==> src/design/rhsl_pkg.sv <==
// ============================================================================
// rhsl_pkg: shared types and constants for the RGB to HSL pixel converter
// Holds the divider lane layout, the sideband that rides along with each
// pixel, and the code that names the largest color component.
// ============================================================================
package rhsl_pkg;

   // Width of a divider remainder and divisor (6 * 255 needs 11 bits).
   localparam int RHSL_DIV_W   = 11;
   // Quotient bits produced by each divider, one per pipeline stage.
   localparam int RHSL_QUO_W   = 17;
   // Width of the saturation numerator d * 131070 + den.
   localparam int RHSL_SNUM_W  = 25;
   // Clock edges from the edge that takes a request to the edge that takes
   // its result.
   localparam int RHSL_LATENCY = RHSL_QUO_W + 4;

   // Which component is the maximum, with red over green over blue on ties.
   typedef enum logic [1:0] {
      RHSL_MAX_RED,
      RHSL_MAX_GREEN,
      RHSL_MAX_BLUE
   } rhsl_max_type;

   // One lane of the restoring divider. The numerator bits still to be
   // brought down sit in the top of numq; quotient bits fill in from below.
   typedef struct packed {
      logic [RHSL_DIV_W-1:0] rem;
      logic [RHSL_QUO_W-1:0] numq;
      logic [RHSL_DIV_W-1:0] dvs;
   } rhsl_lane_type;

   // Per-pixel data that travels beside the dividers.
   typedef struct packed {
      logic       gray;
      logic [7:0] lightness;
   } rhsl_side_type;

endpackage

==> src/design/rhsl_front.sv <==
// ============================================================================
// rhsl_front: component sort and divider setup
// Three register stages: find max, min and the hue difference; form delta
// and the sum; build the numerators and divisors for both dividers.
// ============================================================================
module rhsl_front (
   input  logic                   clock,
   input  logic                   reset,
   input  logic                   in_valid,
   input  logic [7:0]             red,
   input  logic [7:0]             green,
   input  logic [7:0]             blue,
   output logic                   out_valid,
   output rhsl_pkg::rhsl_side_type out_side,
   output rhsl_pkg::rhsl_lane_type out_hue,
   output rhsl_pkg::rhsl_lane_type out_sat
);
   import rhsl_pkg::*;

   // Stage 1 registers.
   logic         s1_valid_ff;
   rhsl_max_type s1_sel_ff,  s1_sel_in;
   logic [7:0]   s1_mx_ff,   s1_mx_in;
   logic [7:0]   s1_mn_ff,   s1_mn_in;
   logic [8:0]   s1_diff_ff, s1_diff_in;

   // Stage 2 registers.
   logic         s2_valid_ff;
   rhsl_max_type s2_sel_ff;
   logic [7:0]   s2_d_ff,    s2_d_in;
   logic [8:0]   s2_s_ff,    s2_s_in;
   logic [8:0]   s2_diff_ff;

   // Stage 3 registers.
   logic          s3_valid_ff;
   rhsl_side_type s3_side_ff, s3_side_in;
   rhsl_lane_type s3_hue_ff,  s3_hue_in;
   rhsl_lane_type s3_sat_ff,  s3_sat_in;

   // Stage 3 intermediates.
   logic [RHSL_DIV_W-1:0]  six_d;
   logic [11:0]            base;
   logic [11:0]            n_raw;
   logic [11:0]            n_wrap;
   logic [RHSL_DIV_W-1:0]  n_hue;
   logic [8:0]             den;
   logic [RHSL_SNUM_W-1:0] num_sat;
   logic                   gray;

   // Pick the largest component and the matching hue difference.
   always_comb begin
      if ((red >= green) && (red >= blue)) begin
         s1_sel_in  = RHSL_MAX_RED;
         s1_mx_in   = red;
         s1_diff_in = {1'b0, green} - {1'b0, blue};
      end else if (green >= blue) begin
         s1_sel_in  = RHSL_MAX_GREEN;
         s1_mx_in   = green;
         s1_diff_in = {1'b0, blue} - {1'b0, red};
      end else begin
         s1_sel_in  = RHSL_MAX_BLUE;
         s1_mx_in   = blue;
         s1_diff_in = {1'b0, red} - {1'b0, green};
      end
      s1_mn_in = red;
      if (green < s1_mn_in) begin
         s1_mn_in = green;
      end
      if (blue < s1_mn_in) begin
         s1_mn_in = blue;
      end
   end

   always_ff @(posedge clock) begin
      if (reset) begin
         s1_valid_ff <= 1'b0;
      end else begin
         s1_valid_ff <= in_valid;
      end
      s1_sel_ff  <= s1_sel_in;
      s1_mx_ff   <= s1_mx_in;
      s1_mn_ff   <= s1_mn_in;
      s1_diff_ff <= s1_diff_in;
   end

   // Delta and sum of the extremes.
   assign s2_d_in = s1_mx_ff - s1_mn_ff;
   assign s2_s_in = {1'b0, s1_mx_ff} + {1'b0, s1_mn_ff};

   always_ff @(posedge clock) begin
      if (reset) begin
         s2_valid_ff <= 1'b0;
      end else begin
         s2_valid_ff <= s1_valid_ff;
      end
      s2_sel_ff  <= s1_sel_ff;
      s2_d_ff    <= s2_d_in;
      s2_s_ff    <= s2_s_in;
      s2_diff_ff <= s1_diff_ff;
   end

   // Hue numerator in units of 1/(6d) turn, wrapped into [0, 6d).
   assign six_d = {1'b0, s2_d_ff, 2'b00} + {2'b00, s2_d_ff, 1'b0};

   always_comb begin
      unique case (s2_sel_ff)
         RHSL_MAX_RED:   base = 12'd0;
         RHSL_MAX_GREEN: base = {3'b000, s2_d_ff, 1'b0};
         RHSL_MAX_BLUE:  base = {2'b00, s2_d_ff, 2'b00};
         default:        base = 12'd0;
      endcase
   end

   assign n_raw  = base + {{3{s2_diff_ff[8]}}, s2_diff_ff};
   assign n_wrap = n_raw + {1'b0, six_d};
   assign n_hue  = n_raw[11] ? n_wrap[RHSL_DIV_W-1:0] : n_raw[RHSL_DIV_W-1:0];

   // Saturation denominator and the rounded numerator 2 * 65535 * d + den.
   assign den     = (s2_s_ff < 9'd255) ? s2_s_ff : (9'd510 - s2_s_ff);
   assign num_sat = {s2_d_ff, 17'd0} - {16'd0, s2_d_ff, 1'b0} + {16'd0, den};
   assign gray    = (s2_d_ff == 8'd0);

   // Load both divider lanes; a gray pixel gets a harmless divide by one.
   always_comb begin
      s3_side_in.gray      = gray;
      s3_side_in.lightness = s2_s_ff[8:1];
      if (gray) begin
         s3_hue_in.rem  = '0;
         s3_hue_in.numq = '0;
         s3_hue_in.dvs  = RHSL_DIV_W'(1);
         s3_sat_in.rem  = '0;
         s3_sat_in.numq = '0;
         s3_sat_in.dvs  = RHSL_DIV_W'(1);
      end else begin
         s3_hue_in.rem  = n_hue;
         s3_hue_in.numq = '0;
         s3_hue_in.dvs  = six_d;
         s3_sat_in.rem  = RHSL_DIV_W'(num_sat[RHSL_SNUM_W-1:RHSL_QUO_W]);
         s3_sat_in.numq = num_sat[RHSL_QUO_W-1:0];
         s3_sat_in.dvs  = RHSL_DIV_W'({den, 1'b0});
      end
   end

   always_ff @(posedge clock) begin
      if (reset) begin
         s3_valid_ff <= 1'b0;
      end else begin
         s3_valid_ff <= s2_valid_ff;
      end
      s3_side_ff <= s3_side_in;
      s3_hue_ff  <= s3_hue_in;
      s3_sat_ff  <= s3_sat_in;
   end

   assign out_valid = s3_valid_ff;
   assign out_side  = s3_side_ff;
   assign out_hue   = s3_hue_ff;
   assign out_sat   = s3_sat_ff;

endmodule

==> src/design/rhsl_div_step.sv <==
// ============================================================================
// rhsl_div_step: one restoring division step
// Brings down the next numerator bit, compares against the divisor and
// shifts the resulting quotient bit into the lane.
// ============================================================================
module rhsl_div_step (
   input  rhsl_pkg::rhsl_lane_type lane_i,
   output rhsl_pkg::rhsl_lane_type lane_o
);
   import rhsl_pkg::*;

   logic [RHSL_DIV_W:0] trial;
   logic [RHSL_DIV_W:0] trial_sub;
   logic                take;

   // Partial remainder with the next numerator bit appended.
   assign trial     = {lane_i.rem, lane_i.numq[RHSL_QUO_W-1]};
   assign trial_sub = trial - {1'b0, lane_i.dvs};
   assign take      = (trial >= {1'b0, lane_i.dvs});

   always_comb begin
      lane_o.dvs  = lane_i.dvs;
      lane_o.numq = {lane_i.numq[RHSL_QUO_W-2:0], take};
      lane_o.rem  = take ? trial_sub[RHSL_DIV_W-1:0] : trial[RHSL_DIV_W-1:0];
   end

endmodule

==> src/design/rhsl_div_pipe.sv <==
// ============================================================================
// rhsl_div_pipe: pipelined dual-lane divider
// One quotient bit per stage for the hue and saturation lanes side by side,
// with the valid bit and pixel sideband registered at every stage.
// ============================================================================
module rhsl_div_pipe (
   input  logic                    clock,
   input  logic                    reset,
   input  logic                    in_valid,
   input  rhsl_pkg::rhsl_side_type in_side,
   input  rhsl_pkg::rhsl_lane_type in_hue,
   input  rhsl_pkg::rhsl_lane_type in_sat,
   output logic                    out_valid,
   output rhsl_pkg::rhsl_side_type out_side,
   output logic [rhsl_pkg::RHSL_QUO_W-1:0] out_hue_q,
   output logic [rhsl_pkg::RHSL_QUO_W-1:0] out_sat_q
);
   import rhsl_pkg::*;

   localparam int LAST = RHSL_QUO_W - 1;

   logic          valid_src [RHSL_QUO_W];
   rhsl_side_type side_src  [RHSL_QUO_W];
   rhsl_lane_type hue_src   [RHSL_QUO_W];
   rhsl_lane_type sat_src   [RHSL_QUO_W];
   rhsl_lane_type hue_in    [RHSL_QUO_W];
   rhsl_lane_type sat_in    [RHSL_QUO_W];
   logic          valid_ff  [RHSL_QUO_W];
   rhsl_side_type side_ff   [RHSL_QUO_W];
   rhsl_lane_type hue_ff    [RHSL_QUO_W];
   rhsl_lane_type sat_ff    [RHSL_QUO_W];

   // One divider step and one register stage per quotient bit.
   for (genvar g = 0; g < RHSL_QUO_W; g++) begin : g_stage
      if (g == 0) begin : g_first
         assign valid_src[g] = in_valid;
         assign side_src[g]  = in_side;
         assign hue_src[g]   = in_hue;
         assign sat_src[g]   = in_sat;
      end else begin : g_next
         assign valid_src[g] = valid_ff[g-1];
         assign side_src[g]  = side_ff[g-1];
         assign hue_src[g]   = hue_ff[g-1];
         assign sat_src[g]   = sat_ff[g-1];
      end

      rhsl_div_step u_hue_step (
         .lane_i (hue_src[g]),
         .lane_o (hue_in[g])
      );

      rhsl_div_step u_sat_step (
         .lane_i (sat_src[g]),
         .lane_o (sat_in[g])
      );

      always_ff @(posedge clock) begin
         if (reset) begin
            valid_ff[g] <= 1'b0;
         end else begin
            valid_ff[g] <= valid_src[g];
         end
         side_ff[g] <= side_src[g];
         hue_ff[g]  <= hue_in[g];
         sat_ff[g]  <= sat_in[g];
      end
   end

   assign out_valid = valid_ff[LAST];
   assign out_side  = side_ff[LAST];
   assign out_hue_q = hue_ff[LAST].numq;
   assign out_sat_q = sat_ff[LAST].numq;

   // A request entering the divider leaves it a fixed number of stages later.
   a_div_latency: assert property (@(posedge clock) disable iff (reset)
      in_valid |-> ##RHSL_QUO_W out_valid)
      else $error("divider valid did not arrive at the last stage");

   // The final remainders of a finished division stay below their divisors.
   a_hue_rem: assert property (@(posedge clock) disable iff (reset)
      valid_ff[LAST] |-> (hue_ff[LAST].rem < hue_ff[LAST].dvs))
      else $error("hue remainder not below divisor");

   a_sat_rem: assert property (@(posedge clock) disable iff (reset)
      valid_ff[LAST] |-> (sat_ff[LAST].rem < sat_ff[LAST].dvs))
      else $error("saturation remainder not below divisor");

endmodule

==> src/design/rgb_to_hsl_pixel.sv <==
// ============================================================================
// rgb_to_hsl_pixel: RGB to HSL pixel converter
// Converts one 8-bit RGB pixel per clock into a 16-bit hue in turns, a
// 16-bit saturation fraction and an 8-bit lightness.
// ============================================================================
//
// Usage:
//   A request (req_red, req_green, req_blue) is taken at a rising edge where
//   start is high and busy is low. busy is always low: the pipeline takes one
//   pixel in every clock with no bubbles.
//   Each request yields exactly one result on rsp_hue, rsp_saturation and
//   rsp_lightness, shown for one cycle with rsp_strobe high. Results leave in
//   request order.
//   Pipeline: a request passes three setup stages, seventeen divider stages
//   (one quotient bit each for the hue and saturation divisions, side by side)
//   and the output register. Throughput is one pixel per clock.
//   The receiver cannot stall the block; each result must be taken in the
//   cycle that rsp_strobe marks.
//   Synchronous reset clears every valid bit, dropping pixels in flight; no
//   result is shown until a new request has passed the pipeline.
//
module rgb_to_hsl_pixel (
   input  logic        clock,
   input  logic        reset,
   input  logic        start,
   output logic        busy,
   input  logic [7:0]  req_red,
   input  logic [7:0]  req_green,
   input  logic [7:0]  req_blue,
   output logic        rsp_strobe,
   output logic [15:0] rsp_hue,
   output logic [15:0] rsp_saturation,
   output logic [7:0]  rsp_lightness
);
   import rhsl_pkg::*;

   logic                  accept;
   logic                  front_valid;
   rhsl_side_type         front_side;
   rhsl_lane_type         front_hue;
   rhsl_lane_type         front_sat;
   logic                  div_valid;
   rhsl_side_type         div_side;
   logic [RHSL_QUO_W-1:0] hue_q;
   logic [RHSL_QUO_W-1:0] sat_q;
   logic [RHSL_QUO_W:0]   hue_round;

   logic        strobe_ff;
   logic [15:0] hue_ff,   hue_in;
   logic [15:0] sat_ff,   sat_in;
   logic [7:0]  light_ff;

   // The pipeline never holds off a request.
   assign busy   = 1'b0;
   assign accept = start && !busy;

   rhsl_front u_front (
      .clock     (clock),
      .reset     (reset),
      .in_valid  (accept),
      .red       (req_red),
      .green     (req_green),
      .blue      (req_blue),
      .out_valid (front_valid),
      .out_side  (front_side),
      .out_hue   (front_hue),
      .out_sat   (front_sat)
   );

   rhsl_div_pipe u_div (
      .clock     (clock),
      .reset     (reset),
      .in_valid  (front_valid),
      .in_side   (front_side),
      .in_hue    (front_hue),
      .in_sat    (front_sat),
      .out_valid (div_valid),
      .out_side  (div_side),
      .out_hue_q (hue_q),
      .out_sat_q (sat_q)
   );

   // Round the hue half up from one extra quotient bit; a full turn wraps.
   assign hue_round = {1'b0, hue_q} + (RHSL_QUO_W + 1)'(1);

   always_comb begin
      if (div_side.gray) begin
         hue_in = 16'd0;
         sat_in = 16'd0;
      end else begin
         hue_in = hue_round[16:1];
         sat_in = sat_q[16] ? 16'hFFFF : sat_q[15:0];
      end
   end

   // Output register.
   always_ff @(posedge clock) begin
      if (reset) begin
         strobe_ff <= 1'b0;
      end else begin
         strobe_ff <= div_valid;
      end
      hue_ff   <= hue_in;
      sat_ff   <= sat_in;
      light_ff <= div_side.lightness;
   end

   assign rsp_strobe     = strobe_ff;
   assign rsp_hue        = hue_ff;
   assign rsp_saturation = sat_ff;
   assign rsp_lightness  = light_ff;

   // Every request produces its result a fixed number of edges later.
   a_latency: assert property (@(posedge clock) disable iff (reset)
      accept |-> ##RHSL_LATENCY rsp_strobe)
      else $error("result strobe missing after request");

   // Zero saturation only comes from a gray pixel, whose hue is zero too.
   a_gray_hue: assert property (@(posedge clock) disable iff (reset)
      (rsp_strobe && (rsp_saturation == 16'd0)) |-> (rsp_hue == 16'd0))
      else $error("zero saturation with nonzero hue");

   // The saturation quotient never reaches a full 17 bits.
   a_sat_fit: assert property (@(posedge clock) disable iff (reset)
      div_valid |-> !sat_q[RHSL_QUO_W-1])
      else $error("saturation quotient overflow");

endmodule
==> config.mk <==
export PLATFORM = sky130hd
export DESIGN_NAME = rgb_to_hsl_pixel
export DESIGN_NICKNAME = d
export VERILOG_FILES = /design/src/design/rhsl_pkg.sv /design/src/design/rhsl_front.sv /design/src/design/rhsl_div_step.sv /design/src/design/rhsl_div_pipe.sv /design/src/design/rgb_to_hsl_pixel.sv
export SDC_FILE = /design/constraint.sdc
export NUM_CORES = 2
export LEC_CHECK = 0
export BUFFER_PORTS_ARGS = -buffer_cell sky130_fd_sc_hd__buf_2
export CORE_UTILIZATION = 60
export DETAILED_ROUTE_END_ITERATION = 16
export PLACE_DENSITY = 0.76
export SLEW_MARGIN = 25
export SYNTH_ARGS = -nofsm -noshare
export SYNTH_HDL_FRONTEND = slang
export SYNTH_SLANG_ARGS = --single-unit
==> constraint.sdc <==
create_clock -name clock -period 4.8 [get_ports clock]
set_clock_uncertainty 0.2 [all_clocks]
set_input_delay 0.72 -clock clock [delete_from_list [all_inputs] [get_ports clock]]
set_output_delay 0.72 -clock clock [all_outputs]
set_load 0.005 [all_outputs]
==> results by group <==
Status
  • Outcome: completed

Synthesis
  • Multiplexer share of the synthesized area: about 1.7%
  • Synthesized net count: roughly 5700
  • FFs w/ async S/R, synth: 0%
  • Synth top area share: ~53%
  • Main flop type after synthesis: dfxtp_1
  • Simple-Gate Fraction of Synth Area: between 10% and 20%
  • Post-synthesis average cell area: between 10 and 15 µm²
  • Synth Area in XOR/XNOR: a little under 5%
  • Area share of fa/ha/maj cells after synthesis: between 10% and 20%
  • EDFF count, synth: 0
  • Main combinational cell family by area after synthesis: adder cells
  • Synth Instances: roughly 5200
  • Area contributors post-synth: dfxtp_1, ha_1, nor2_1
  • #FFs+latches synth: roughly 1400
  • Netlist cell types: between 70 and 80
  • Post-synthesis sequential area ratio: between 50 and 60%
  • Synth Area in Compound Gates: approximately 11%
  • Area leader, netlist: dfxtp_1
  • Synthesis warning total: 0
  • Mapped Area: between 50000 and 60000 µm²

Global route
  • Met3 GRT Util: around 3.7%
  • Total grt overflow: 0
  • Met2 Use GR: 42.5%
  • Routing usage on met1: ~26%
  • GRT Util Overall: 22.9%
  • Antenna violations before repair: 0
  • GR peak layer: met2
  • Largest net degree at the start of global routing: 33
  • Vias in the first global route: between 30000 and 40000
  • First-pass GRT wire length: approximately 170000 µm

Floorplanning
  • Die ar.: roughly 90000 µm²
  • Starting Density: between 60% and 70%
  • Die Width: ~300 µm
  • Die Y-Extent: 299 µm
  • Ports: 69
  • Core area: roughly 87000 µm²
  • Row cnt: between 100 and 150

CTS
  • Postcts setup bufs: 0
  • Clock Latency Late Sink: ~0.75 ns
  • CTS max path bufs: 3
  • CTS tree: done
  • Total CTS buffers: 136
  • Root Buffer: clkbuf_16
  • Clock slew at reported path FFs: roughly 0.070 ns
  • Sink Count: around 1400
  • H-tree level count: 4

Setup path
  • CP max-delay cell: fa_1
  • Max stage delay on crit path: between 0.4 and 0.5 ns
  • Crit path DAT: between 4 and 5 ns
  • CP dominant cell by count: ha_1
  • Worst setup path startpoint: u_front.s2_sel_ff[0]
  • R2R Path Start: u_front.s2_sel_ff[0]
  • Worst R2R Path Depth: 16
  • Critical-path cell list: inv_1 > ha_1 > nor2_1 > ha_1 > fa_1 > a21o_1 > a21oi_1 > xnor2_1 > ha_1 > and3_1 > a22oi_1 > a21oi_1 > nor4_1 > and4bb_1 > xor2_1 > nor2_1
  • Critical Path RT: about 5.2 ns
  • Startpoint Class: flip-flop
  • CP endpoint kind: flip-flop
  • RR Endpoint: u_front.out_hue[38]
  • Crit-path max FO: 8
  • Critical path class: flip-flop to flip-flop
  • R2R setup slack: just over 0.8 ns

STA
  • RSZ-0062 raised after global routing: no
  • Setup TNS Final: 0 ns
  • Final hold vios: 0
  • Final Cycle Share: ~83%
  • Fmax: roughly 0.25 GHz
  • Worst slew pin tran: 0.919 ns
  • Max-slew headroom: between 30% and 40%
  • Slew Limit Fails: 0
  • Final Critical Period: about 4.0 ns
  • Finish-stage setup viols: 0

Finish
  • Area of the multi-input gates: roughly 22000 µm²
  • Final nets: 5884
  • Fin cells: ~6600
  • Ant. Diodes: 0
  • Reg area: ~28000 µm²
  • Layout cell share with drive strength beyond 1: approximately 7.3%
  • Fill count: between 6000 and 7000
  • Area grow syn2layout: 11.9%

Place
  • GP Congestion: between 0.8 and 0.9
  • IO Port Bufs: 67
  • Placed Instances: about 6400
  • Hpwl dp: 71400 µm

Route
  • Iteration-0 DRC count of the detailed router: around 1800
  • Post-route ant nets: 0
  • DRT Pass-1 Iters: 8
  • DRC Markers: 0
  • Number of vias per cell: between 5 and 6
  • WL per Instance: 15.3 µm
  • Detailed-route via count: between 30000 and 40000
  • Final wirelength: just over 100000 µm

Hold path
  • Hold Crit Endpoint: u_front.s1_mx_ff[4]
  • Hold WC Path Type: primary input to flip-flop
  • Hold Path Depth: 3
  • HP Start: req_red[4]

Flow run
  • Max-cap violations: 0
## state kept, by name, summed over array words and instances, names as in the netlist, 9 cells and up
register            count
rsp_saturation         16
rsp_hue                16
u_div.valid_ff         17
u_div.hue_ff          501
u_front.s2_diff_ff      9
u_div.side_ff         152
u_front.out_hue        21
u_front.s1_diff_ff      9
u_front.out_sat        34
u_div.sat_ff          582
## metal layers
| metal | vias up | wire length [µm] |
|---|---|---|
| li1 | 17846 | - |
| met2 | 660 | 52100 |
| met4 | 0 | 3360 |
| met1 | 16329 | 42500 |
| met3 | 242 | 3260 |
| met5 | - | 0 |
## final cells by class
cell class / count / area share (%)
sequential: 1413 / 47.8
multi-input combinational: 3238 / 37.9
clock buffer: 177 / 6.36
inverter: 484 / 3.07
tap: 1155 / 2.44
clock inverter: 67 / 1.57
timing repair buffer: 90 / 0.862
## worst max-delay path by stage
stage / to / cells after the start / slack [ns]
after floorplan: u_front.s1_mn_ff[1] / 15 / 0.91
after global placement: u_front.s1_mn_ff[5] / 14 / 0.43
after detailed placement: u_front.s1_mn_ff[6] / 14 / 0.35
after CTS: u_front.out_hue[38] / 16 / 0.84
after global routing: u_front.out_hue[38] / 17 / 0.45
final: u_front.out_hue[38] / 16 / 0.82
## synthesized netlist by cell type (31+ instances only)
library cell / instances
xor2_1: 139
nor3_1: 129
mux2_2: 31
clkbuf_1: 42
o21ai_0: 291
xnor2_1: 161
a31oi_1: 36
nor2_1: 555
nand4_1: 48
nor4_1: 31
nand2_1: 189
dfxtp_1: 1413
ha_1: 453
o21a_1: 37
nand2b_1: 85
nor2b_1: 141
or3_1: 32
a21o_1: 66
inv_1: 484
nand3_1: 66
fa_1: 41
mux2i_1: 39
a21oi_1: 374
## worst max-delay path, delay by kind of cell (launching register included)
family          cells  cell delay (ns)
simple gates        5             0.84
fa+ha+maj           4             1.34
xor+xnor            2             0.32
buf+inv             1             0.05
compound gates      4             0.74
flops               1             0.34
## cells by family (layout without fill, tap and decap cells)
| family | count (synthesis) | count (layout) |
|---|---|---|
| AO/OA/AOI/OAI | 1007 | 1007 |
| XOR/XNOR | 300 | 300 |
| adder cells (fa/ha/maj) | 494 | 494 |
| buffers and inverters | 563 | 818 |
| flip-flops | 1413 | 1413 |
| multiplexers | 86 | 86 |
| other | 1 | 1 |
| AND/OR/NAND/NOR | 1350 | 1350 |
## cell usage in the layout (no fill, tap or decap), types with 39 or more instances in the layout
cell type	count
dfxtp_1	1413
nor2_1	555
inv_1	484
ha_1	453
a21oi_1	374
o21ai_0	291
nand2_1	189
xnor2_1	161
nor2b_1	141
xor2_1	139
clkbuf_16	137
nor3_1	129
nand2b_1	85
buf_2	67
nand3_1	66
a21o_1	66
nand4_1	48
fa_1	41
mux2i_1	39
## what timing repair did
action                                 4_1_cts  5_1_grt
gates resized for setup                      0        0
endpoints found under the hold margin        1        0
hold buffers                                 1        0
## through the flow
stage	hold WS (ns)	util (%)	setup WS, ns	cell area (µm²)
global placement	0.109	62.6	0.434	54500
finish	0.0880	68.1	0.819	59200
global route	0.0785	68.1	0.447	59200
detailed placement	0.112	62.6	0.346	54500
floorplan	0.110	-	0.909	53000
CTS	0.0378	68.1	0.840	59200
Power is not shown: default switching activity piles up to over one toggle a cycle in this logic, so the estimate is an artifact.
